**src/tfn_pkg.sv**
```systemverilog
`default_nettype none
// ---------------------------------------------------------------------------
// tfn_pkg
// Shared constants and types for the triangle face normal core.
// ---------------------------------------------------------------------------
package tfn_pkg;

   localparam int COORD_WIDTH_DEFAULT = 16;
   localparam int FRAC_BITS           = 14;   // Q1.14 output
   localparam int QUOT_BITS           = 15;   // quotient bits, magnitude <= 2^14
   localparam int NORMAL_WIDTH        = 16;
   localparam int QUEUE_DEPTH         = 4;

   typedef enum logic [2:0] {
      ST_IDLE,
      ST_SQUARE,
      ST_ROOT,
      ST_DIVIDE,
      ST_DONE
   } tfn_state_type;

   // part of a magnitude square being formed: hi*hi, hi*lo, lo*lo
   typedef enum logic [1:0] {
      PART_HH,
      PART_HL,
      PART_LL
   } tfn_part_type;

endpackage
`default_nettype wire

```
**src/tfn_back.sv**
```systemverilog
`default_nettype none
// ---------------------------------------------------------------------------
// tfn_back
// Normalize sequencer: sum of squares, bit serial root, three divide lanes.
// ---------------------------------------------------------------------------
module tfn_back #(
   parameter int COORD_WIDTH = 16
) (
   input  wire logic                                  clock,
   input  wire logic                                  reset,
   input  wire logic                                  q_valid,
   output logic                                       q_pop,
   input  wire logic [3*(2*COORD_WIDTH+3):0]          q_data,
   output logic                                       rsp_valid,
   input  wire logic                                  rsp_ready,
   output logic signed [tfn_pkg::NORMAL_WIDTH-1:0]    rsp_normal_x,
   output logic signed [tfn_pkg::NORMAL_WIDTH-1:0]    rsp_normal_y,
   output logic signed [tfn_pkg::NORMAL_WIDTH-1:0]    rsp_normal_z,
   output logic                                       rsp_degenerate
);
   import tfn_pkg::*;

   localparam int CW   = 2 * COORD_WIDTH + 3;
   localparam int MW   = 2 * COORD_WIDTH + 2;
   localparam int HW   = COORD_WIDTH + 1;
   localparam int SW   = 2 * MW;
   localparam int RW   = MW;
   localparam int REMW = RW + 2;
   localparam int RCW  = $clog2(RW);
   localparam int QCW  = $clog2(QUOT_BITS);
   localparam int NW   = NORMAL_WIDTH;

   tfn_state_type state_ff, state_in;

   logic            load_out;
   logic [MW-1:0]   mag_ff [3];
   logic            neg_ff [3];
   logic            degen_ff;

   // square phase
   logic [1:0]      comp_ff;
   tfn_part_type    part_ff, prod_part_ff;
   logic            prod_vld_ff, issued_ff;
   logic [MW-1:0]   prod_ff;
   logic [MW-1:0]   sel_mag;
   logic [HW-1:0]   op_a, op_b;
   logic [SW-1:0]   sum_ff, acc_term;
   logic            square_done;

   // root phase
   logic [REMW-1:0] rem_ff, rem_in;
   logic [RW-1:0]   root_ff, root_in;
   logic [REMW:0]   rem_t, trial;
   logic [RCW-1:0]  rcnt_ff;

   // divide phase
   logic [RW-1:0]        r_ff [3];
   logic [RW-1:0]        r_in [3];
   logic [QUOT_BITS-1:0] q_ff [3];
   logic [QUOT_BITS-1:0] q_in [3];
   logic [QCW-1:0]       dcnt_ff;
   logic [NW-1:0]        nrm   [3];

   logic                 rsp_valid_ff;
   logic signed [NW-1:0] nx_ff, ny_ff, nz_ff;
   logic                 dg_ff;

   // next state
   always_comb begin
      state_in = state_ff;
      unique case (state_ff)
         ST_IDLE: begin
            if (q_valid) begin
               state_in = q_data[3*CW] ? ST_DONE : ST_SQUARE;
            end
         end
         ST_SQUARE: begin
            if (square_done) begin
               state_in = ST_ROOT;
            end
         end
         ST_ROOT: begin
            if (rcnt_ff == '0) begin
               state_in = ST_DIVIDE;
            end
         end
         ST_DIVIDE: begin
            if (dcnt_ff == '0) begin
               state_in = ST_DONE;
            end
         end
         ST_DONE: begin
            if (load_out) begin
               state_in = ST_IDLE;
            end
         end
         default: state_in = ST_IDLE;
      endcase
   end

   // control outputs
   always_comb begin
      q_pop       = (state_ff == ST_IDLE) && q_valid;
      load_out    = (state_ff == ST_DONE) && (!rsp_valid_ff || rsp_ready);
      square_done = (state_ff == ST_SQUARE) && issued_ff && prod_vld_ff;
   end

   always_ff @(posedge clock) begin
      if (reset) begin
         state_ff <= ST_IDLE;
      end else begin
         state_ff <= state_in;
      end
   end

   // operand select for the shared multiplier
   always_comb begin
      sel_mag = mag_ff[comp_ff];
      unique case (part_ff)
         PART_HH: begin
            op_a = sel_mag[MW-1:HW];
            op_b = sel_mag[MW-1:HW];
         end
         PART_HL: begin
            op_a = sel_mag[MW-1:HW];
            op_b = sel_mag[HW-1:0];
         end
         default: begin
            op_a = sel_mag[HW-1:0];
            op_b = sel_mag[HW-1:0];
         end
      endcase
      unique case (prod_part_ff)
         PART_HH: acc_term = SW'(prod_ff) << (2 * HW);
         PART_HL: acc_term = SW'(prod_ff) << (HW + 1);
         default: acc_term = SW'(prod_ff);
      endcase
   end

   // root recurrence, one result bit per cycle
   always_comb begin
      rem_t = {rem_ff[REMW-2:0], sum_ff[SW-1:SW-2]};
      trial = (REMW + 1)'({root_ff, 2'b01});
      if (rem_t >= trial) begin
         rem_in  = REMW'(rem_t - trial);
         root_in = {root_ff[RW-2:0], 1'b1};
      end else begin
         rem_in  = REMW'(rem_t);
         root_in = {root_ff[RW-2:0], 1'b0};
      end
   end

   // divide lanes and final rounding
   always_comb begin
      for (int i = 0; i < 3; i++) begin
         logic [RW:0]   t;
         logic          dbit;
         logic          ge;
         logic          rnd;
         logic [NW-1:0] qm;
         dbit = (dcnt_ff == QCW'(QUOT_BITS - 1)) ? mag_ff[i][0] : 1'b0;
         t    = {r_ff[i], dbit};
         ge   = (t >= {1'b0, root_ff});
         r_in[i] = ge ? RW'(t - {1'b0, root_ff}) : RW'(t);
         q_in[i] = {q_ff[i][QUOT_BITS-2:0], ge};
         rnd  = ({r_ff[i], 1'b0} >= {1'b0, root_ff});
         qm   = NW'(q_ff[i]) + NW'(rnd);
         nrm[i] = degen_ff ? '0 : (neg_ff[i] ? NW'(-qm) : qm);
      end
   end

   always_ff @(posedge clock) begin
      if (reset) begin
         prod_vld_ff <= 1'b0;
         issued_ff   <= 1'b0;
         comp_ff     <= '0;
         part_ff     <= PART_HH;
      end else begin
         if (q_pop) begin
            prod_vld_ff <= 1'b0;
            issued_ff   <= 1'b0;
            comp_ff     <= '0;
            part_ff     <= PART_HH;
         end else if (state_ff == ST_SQUARE && !issued_ff) begin
            prod_vld_ff <= 1'b1;
            if (part_ff == PART_LL) begin
               part_ff <= PART_HH;
               if (comp_ff == 2'd2) begin
                  issued_ff <= 1'b1;
               end else begin
                  comp_ff <= comp_ff + 1'b1;
               end
            end else begin
               part_ff <= tfn_part_type'(part_ff + 1'b1);
            end
         end else begin
            prod_vld_ff <= 1'b0;
         end
      end
   end

   always_ff @(posedge clock) begin
      if (q_pop) begin
         for (int i = 0; i < 3; i++) begin
            logic signed [CW-1:0] c;
            c = q_data[i*CW +: CW];
            neg_ff[i] <= c[CW-1];
            mag_ff[i] <= c[CW-1] ? MW'(-c) : MW'(c);
         end
         degen_ff <= q_data[3*CW];
         sum_ff   <= '0;
      end
      if (state_ff == ST_SQUARE) begin
         prod_ff      <= op_a * op_b;
         prod_part_ff <= part_ff;
         if (prod_vld_ff) begin
            sum_ff <= sum_ff + acc_term;
         end
      end
      if (square_done) begin
         rem_ff  <= '0;
         root_ff <= '0;
         rcnt_ff <= RCW'(RW - 1);
      end
      if (state_ff == ST_ROOT) begin
         rem_ff  <= rem_in;
         root_ff <= root_in;
         sum_ff  <= sum_ff << 2;
         rcnt_ff <= rcnt_ff - 1'b1;
         if (rcnt_ff == '0) begin
            dcnt_ff <= QCW'(QUOT_BITS - 1);
            for (int i = 0; i < 3; i++) begin
               r_ff[i] <= RW'(mag_ff[i] >> 1);
               q_ff[i] <= '0;
            end
         end
      end
      if (state_ff == ST_DIVIDE) begin
         dcnt_ff <= dcnt_ff - 1'b1;
         for (int i = 0; i < 3; i++) begin
            r_ff[i] <= r_in[i];
            q_ff[i] <= q_in[i];
         end
      end
   end

   // output register
   always_ff @(posedge clock) begin
      if (reset) begin
         rsp_valid_ff <= 1'b0;
      end else if (load_out) begin
         rsp_valid_ff <= 1'b1;
      end else if (rsp_ready) begin
         rsp_valid_ff <= 1'b0;
      end
   end

   always_ff @(posedge clock) begin
      if (load_out) begin
         nx_ff <= nrm[0];
         ny_ff <= nrm[1];
         nz_ff <= nrm[2];
         dg_ff <= degen_ff;
      end
   end

   assign rsp_valid      = rsp_valid_ff;
   assign rsp_normal_x   = nx_ff;
   assign rsp_normal_y   = ny_ff;
   assign rsp_normal_z   = nz_ff;
   assign rsp_degenerate = dg_ff;

   a_len_nonzero: assert property (@(posedge clock) disable iff (reset)
      (state_ff == ST_DIVIDE) |-> (root_ff != '0))
      else $error("divide started with zero length");
   a_degen_zero: assert property (@(posedge clock) disable iff (reset)
      (rsp_valid_ff && dg_ff) |-> (nx_ff == '0 && ny_ff == '0 && nz_ff == '0))
      else $error("degenerate result with nonzero normal");
   a_no_pop_busy: assert property (@(posedge clock) disable iff (reset)
      q_pop |-> (state_ff == ST_IDLE))
      else $error("queue popped while busy");

endmodule
`default_nettype wire
```
**config.mk**
```make
export PLATFORM = sky130hd
export DESIGN_NAME = tfn_back
export DESIGN_NICKNAME = d
export VERILOG_FILES = /design/src/tfn_pkg.sv /design/src/tfn_back.sv
export SDC_FILE = /design/constraint.sdc
export NUM_CORES = 2
export LEC_CHECK = 0
export BUFFER_PORTS_ARGS = -buffer_cell sky130_fd_sc_hd__clkbuf_2
export CORE_MARGIN = 2
export CORE_UTILIZATION = 30
export CTS_CLUSTER_SIZE = 25
export DETAILED_ROUTE_END_ITERATION = 10
export PLACE_DENSITY = 0.57
export SYNTH_ARGS = -nofsm -noshare
export SYNTH_HDL_FRONTEND = slang
export SYNTH_SLANG_ARGS = --single-unit
```
**constraint.sdc**
```tcl
create_clock -name clock -period 10.51 [get_ports clock]
set_input_delay 2.102 -clock clock [delete_from_list [all_inputs] [get_ports clock]]
set_output_delay 2.102 -clock clock [all_outputs]
set_load 0.01 [all_outputs]
```
==> out/results.ini <==
[power]
peakVddDrop_uv=786.2
switching_share=0.4662
comb_power_share=0.668
p_seq_frac=0.189
totalPowerFinal_uw=15810
pwr-share-clk=0.143
p_switching_uw=7373
leakagePower_uw=0.02188
internal_power_uw=8440
p_per_area_mw_per_mm2=316.0

[clock_network]
cts_hold_buffers=0
htreeDepth=2
cts_buffer_depth=3
clock_latency_ns=0.68
cts_tree=yes
cts.repair.resized=0
cts_setup_buffers=0
path_clk_slew_ns=0.06
cts_buffers=61
root_buffer=clkbuf_16
cts_sinks=497

[placement]
portBuffers=160
gp_congestion=0.9306
placed_area_mm2=0.04791
post-dp-hpwl_mm=109.3

[floorplan]
dieArea_mm2=0.1531
core-area_mm2=0.1494
fp.dieW_um=391.2
num_rows=142
fp.dieH_um=391.2
io_pins=161
start_util=0.3011

[cells_and_area]
design_area_mm2=0.05004
layout-drive-gt1-share=0.07484
fillCellCount=15419
fin_nets=5748
synthToLayoutAreaGrowth_pct=11.24

[global_route]
first_global_vias=35745
grt-ovfl-total=0
track_usage=0.1840
grt_max_degree=89
antenna_found_initial=9
grt_pass1_wl_mm=218.0

[worst_setup_path]
critPathMostFrequentCell=fa_1
worstPathRequired_ns=10.92
cp.arrival_ns=9.63
worstSetupEndpointType=flip-flop
cp_max_fo=35
crit_path_max_incr_delay_ns=1.04
cp_slowest_cell=mux2i_1
start_kind=flip-flop
crit_type=flip-flop to flip-flop

[timing]
hold_viol=0
fmax_mhz=108.4
setup_viol=0
drv_slew=0
period_share=0.8776
whs_ns=0.4870
slew_headroom=0.07591
rsz0062_at_grt=no
min_period_ns=9.224
setup_tns_ns=0
tightest_slew_ns=1.348
clock_skew_ns=0.02306

[routing]
drt-pass1-iter-count=6
drc=0
drt_iter0_markers=3129
drt-total-wl_mm=142.8
post_drt_via_cell_ratio=5.217
vias=37310
post_drt_wl_per_cell_um=19.96
ant_nets=0

[synth]
ys.flop_type=edfxtp_1
synth_edf_count=417
postSynth.asyncResetShare=0
ys_ff_latch=497
synth.distinct_cells=85
yosysSeqAreaShare=0.3140
ys_warn_count=0
syn_inst=5039
synth_nets=5707
synthesis.area_mm2=0.04499
syn_avg_cell_area_um2=8.927

[status]
status=complete, no violations

[min_path]
hp-class=flip-flop to flip-flop

[job]
drv_cap=0

through the flow:
step	std cells	worst slack, ns	util
after global placement	7033	1.481	0.3207
after detailed placement	7033	1.487	0.3207
final	7152	1.286	0.3349
after global routing	7152	0.8238	0.3349
after floorplan	5039	2.725	-
after CTS	7147	1.428	0.3348
area by class of cell:
cell class                 instances  area (um^2)  share of cell area
inverter                         417         1568             0.03133
timing repair buffer             209         1169             0.02335
sequential                       497        14130              0.2823
multi-input combinational       3894        28530              0.5700
tap                             2016         2522             0.05040
antenna                            5        12.51           0.0002500
clock buffer                      71         1564             0.03125
clock inverter                    43        555.5             0.01110
worst paths after layout:
path / cells after the start / start / endpoint / slack [ns]
setup reg to reg: 26 / part_ff[1]$_SDFFE_PP0P_ / prod_ff[32]$_DFFE_PP_ / 1.29
setup / recovery: 26 / part_ff[1]$_SDFFE_PP0P_ / prod_ff[32]$_DFFE_PP_ / 1.29
hold reg to reg: 2 / sum_ff[44]$_DFF_P_ / sum_ff[46]$_DFF_P_ / 0.49
hold / removal: 2 / sum_ff[44]$_DFF_P_ / sum_ff[46]$_DFF_P_ / 0.49
kinds of logic after synthesis:
logic type                 count (synthesis)  synth area share
AOI/OAI and AO/OA                       1179            0.1652
xor gates and xnor gates                 383           0.07457
adders and majority gates                558            0.1932
buffers and inverters                    648           0.05449
DFF                                      497            0.3140
muxes                                    154           0.03468
and+or+nand+nor                         1620            0.1639
critical path: cells and delay by family (launching register included):
kind	cells	cell delay, ns
flops	1	0.70
simple gates	2	0.94
buf+inv	6	1.10
xor+xnor	1	0.09
fa+ha+maj	7	3.29
mux	1	1.04
compound gates	9	1.81
synth_stat cells, types with 38 or more instances:
cell type,number,area (um^2)
xor2_1,122,1069
dfxtp_1,80,1602
mux2i_1,139,1391
fa_1,228,4564
o21ai_0,271,1356
a21oi_1,364,1822
a21o_1,174,1306
o21bai_1,42,315.3
o21a_1,40,300.3
nand2_1,509,1911
nand4_1,54,337.8
edfxtp_1,417,12520
inv_1,416,1562
clkbuf_1,204,765.7
a31oi_1,54,337.8
xnor2_1,261,2286
o31ai_1,38,285.3
nand2b_1,38,237.7
and3_1,98,613.1
and2_1,64,400.4
nand3_1,105,525.5
nor3_1,54,270.3
ha_1,330,4129
nor2_1,554,2079
power by group through the flow:
stage / Clock, uW / Sequential [uW] / Combinational (uW)
after floorplan: 0 / 2910 / 7760
after global placement: 0 / 3020 / 10400
after detailed placement: 0 / 3020 / 10500
after CTS: 2310 / 2980 / 10600
after global routing: 2380 / 2990 / 12000
final: 2260 / 2990 / 10600
sequential cells by signal, indices dropped and copies added (netlist names), 2 cells and up, named ones only:
| register | flops |
|---|---|
| rcnt_ff | 6 |
| mag_ff | 102 |
| prod_ff | 34 |
| dcnt_ff | 4 |
| prod_part_ff | 2 |
| state_ff | 3 |
| rem_ff | 35 |
| part_ff | 2 |
| rsp_normal_x | 16 |
| sum_ff | 68 |
| neg_ff | 3 |
| rsp_normal_y | 16 |
| rsp_normal_z | 16 |
| r_ff | 102 |
| root_ff | 34 |
| q_ff | 45 |
| comp_ff | 2 |
cell usage in the layout, fill, tap and decap left out, types with 53 or more instances in the layout:
| master | count |
|---|---|
| a21o_1 | 174 |
| a21oi_1 | 364 |
| a31oi_1 | 53 |
| and2_1 | 64 |
| and3_1 | 97 |
| clkbuf_16 | 61 |
| clkbuf_2 | 160 |
| dfxtp_1 | 77 |
| edfxtp_1 | 417 |
| fa_1 | 228 |
| ha_1 | 330 |
| inv_1 | 415 |
| mux2i_1 | 132 |
| nand2_1 | 506 |
| nand3_1 | 105 |
| nand4_1 | 54 |
| nor2_1 | 550 |
| nor3_1 | 54 |
| o21ai_0 | 271 |
| xnor2_1 | 261 |
| xor2_1 | 122 |
routing by layer:
metal / up-vias / part of all wire / wire [um] / track usage
li1: 17708 / - / - / -
met5: - / 0.00020 / 29 / 0
met4: 4 / 0.024 / 3444 / 0.04830
met2: 1191 / 0.45 / 63580 / 0.2909
met1: 18212 / 0.46 / 65940 / 0.2628
met3: 195 / 0.068 / 9761 / 0.02464
No activity file was read; power rests on OpenSTA's default activity.
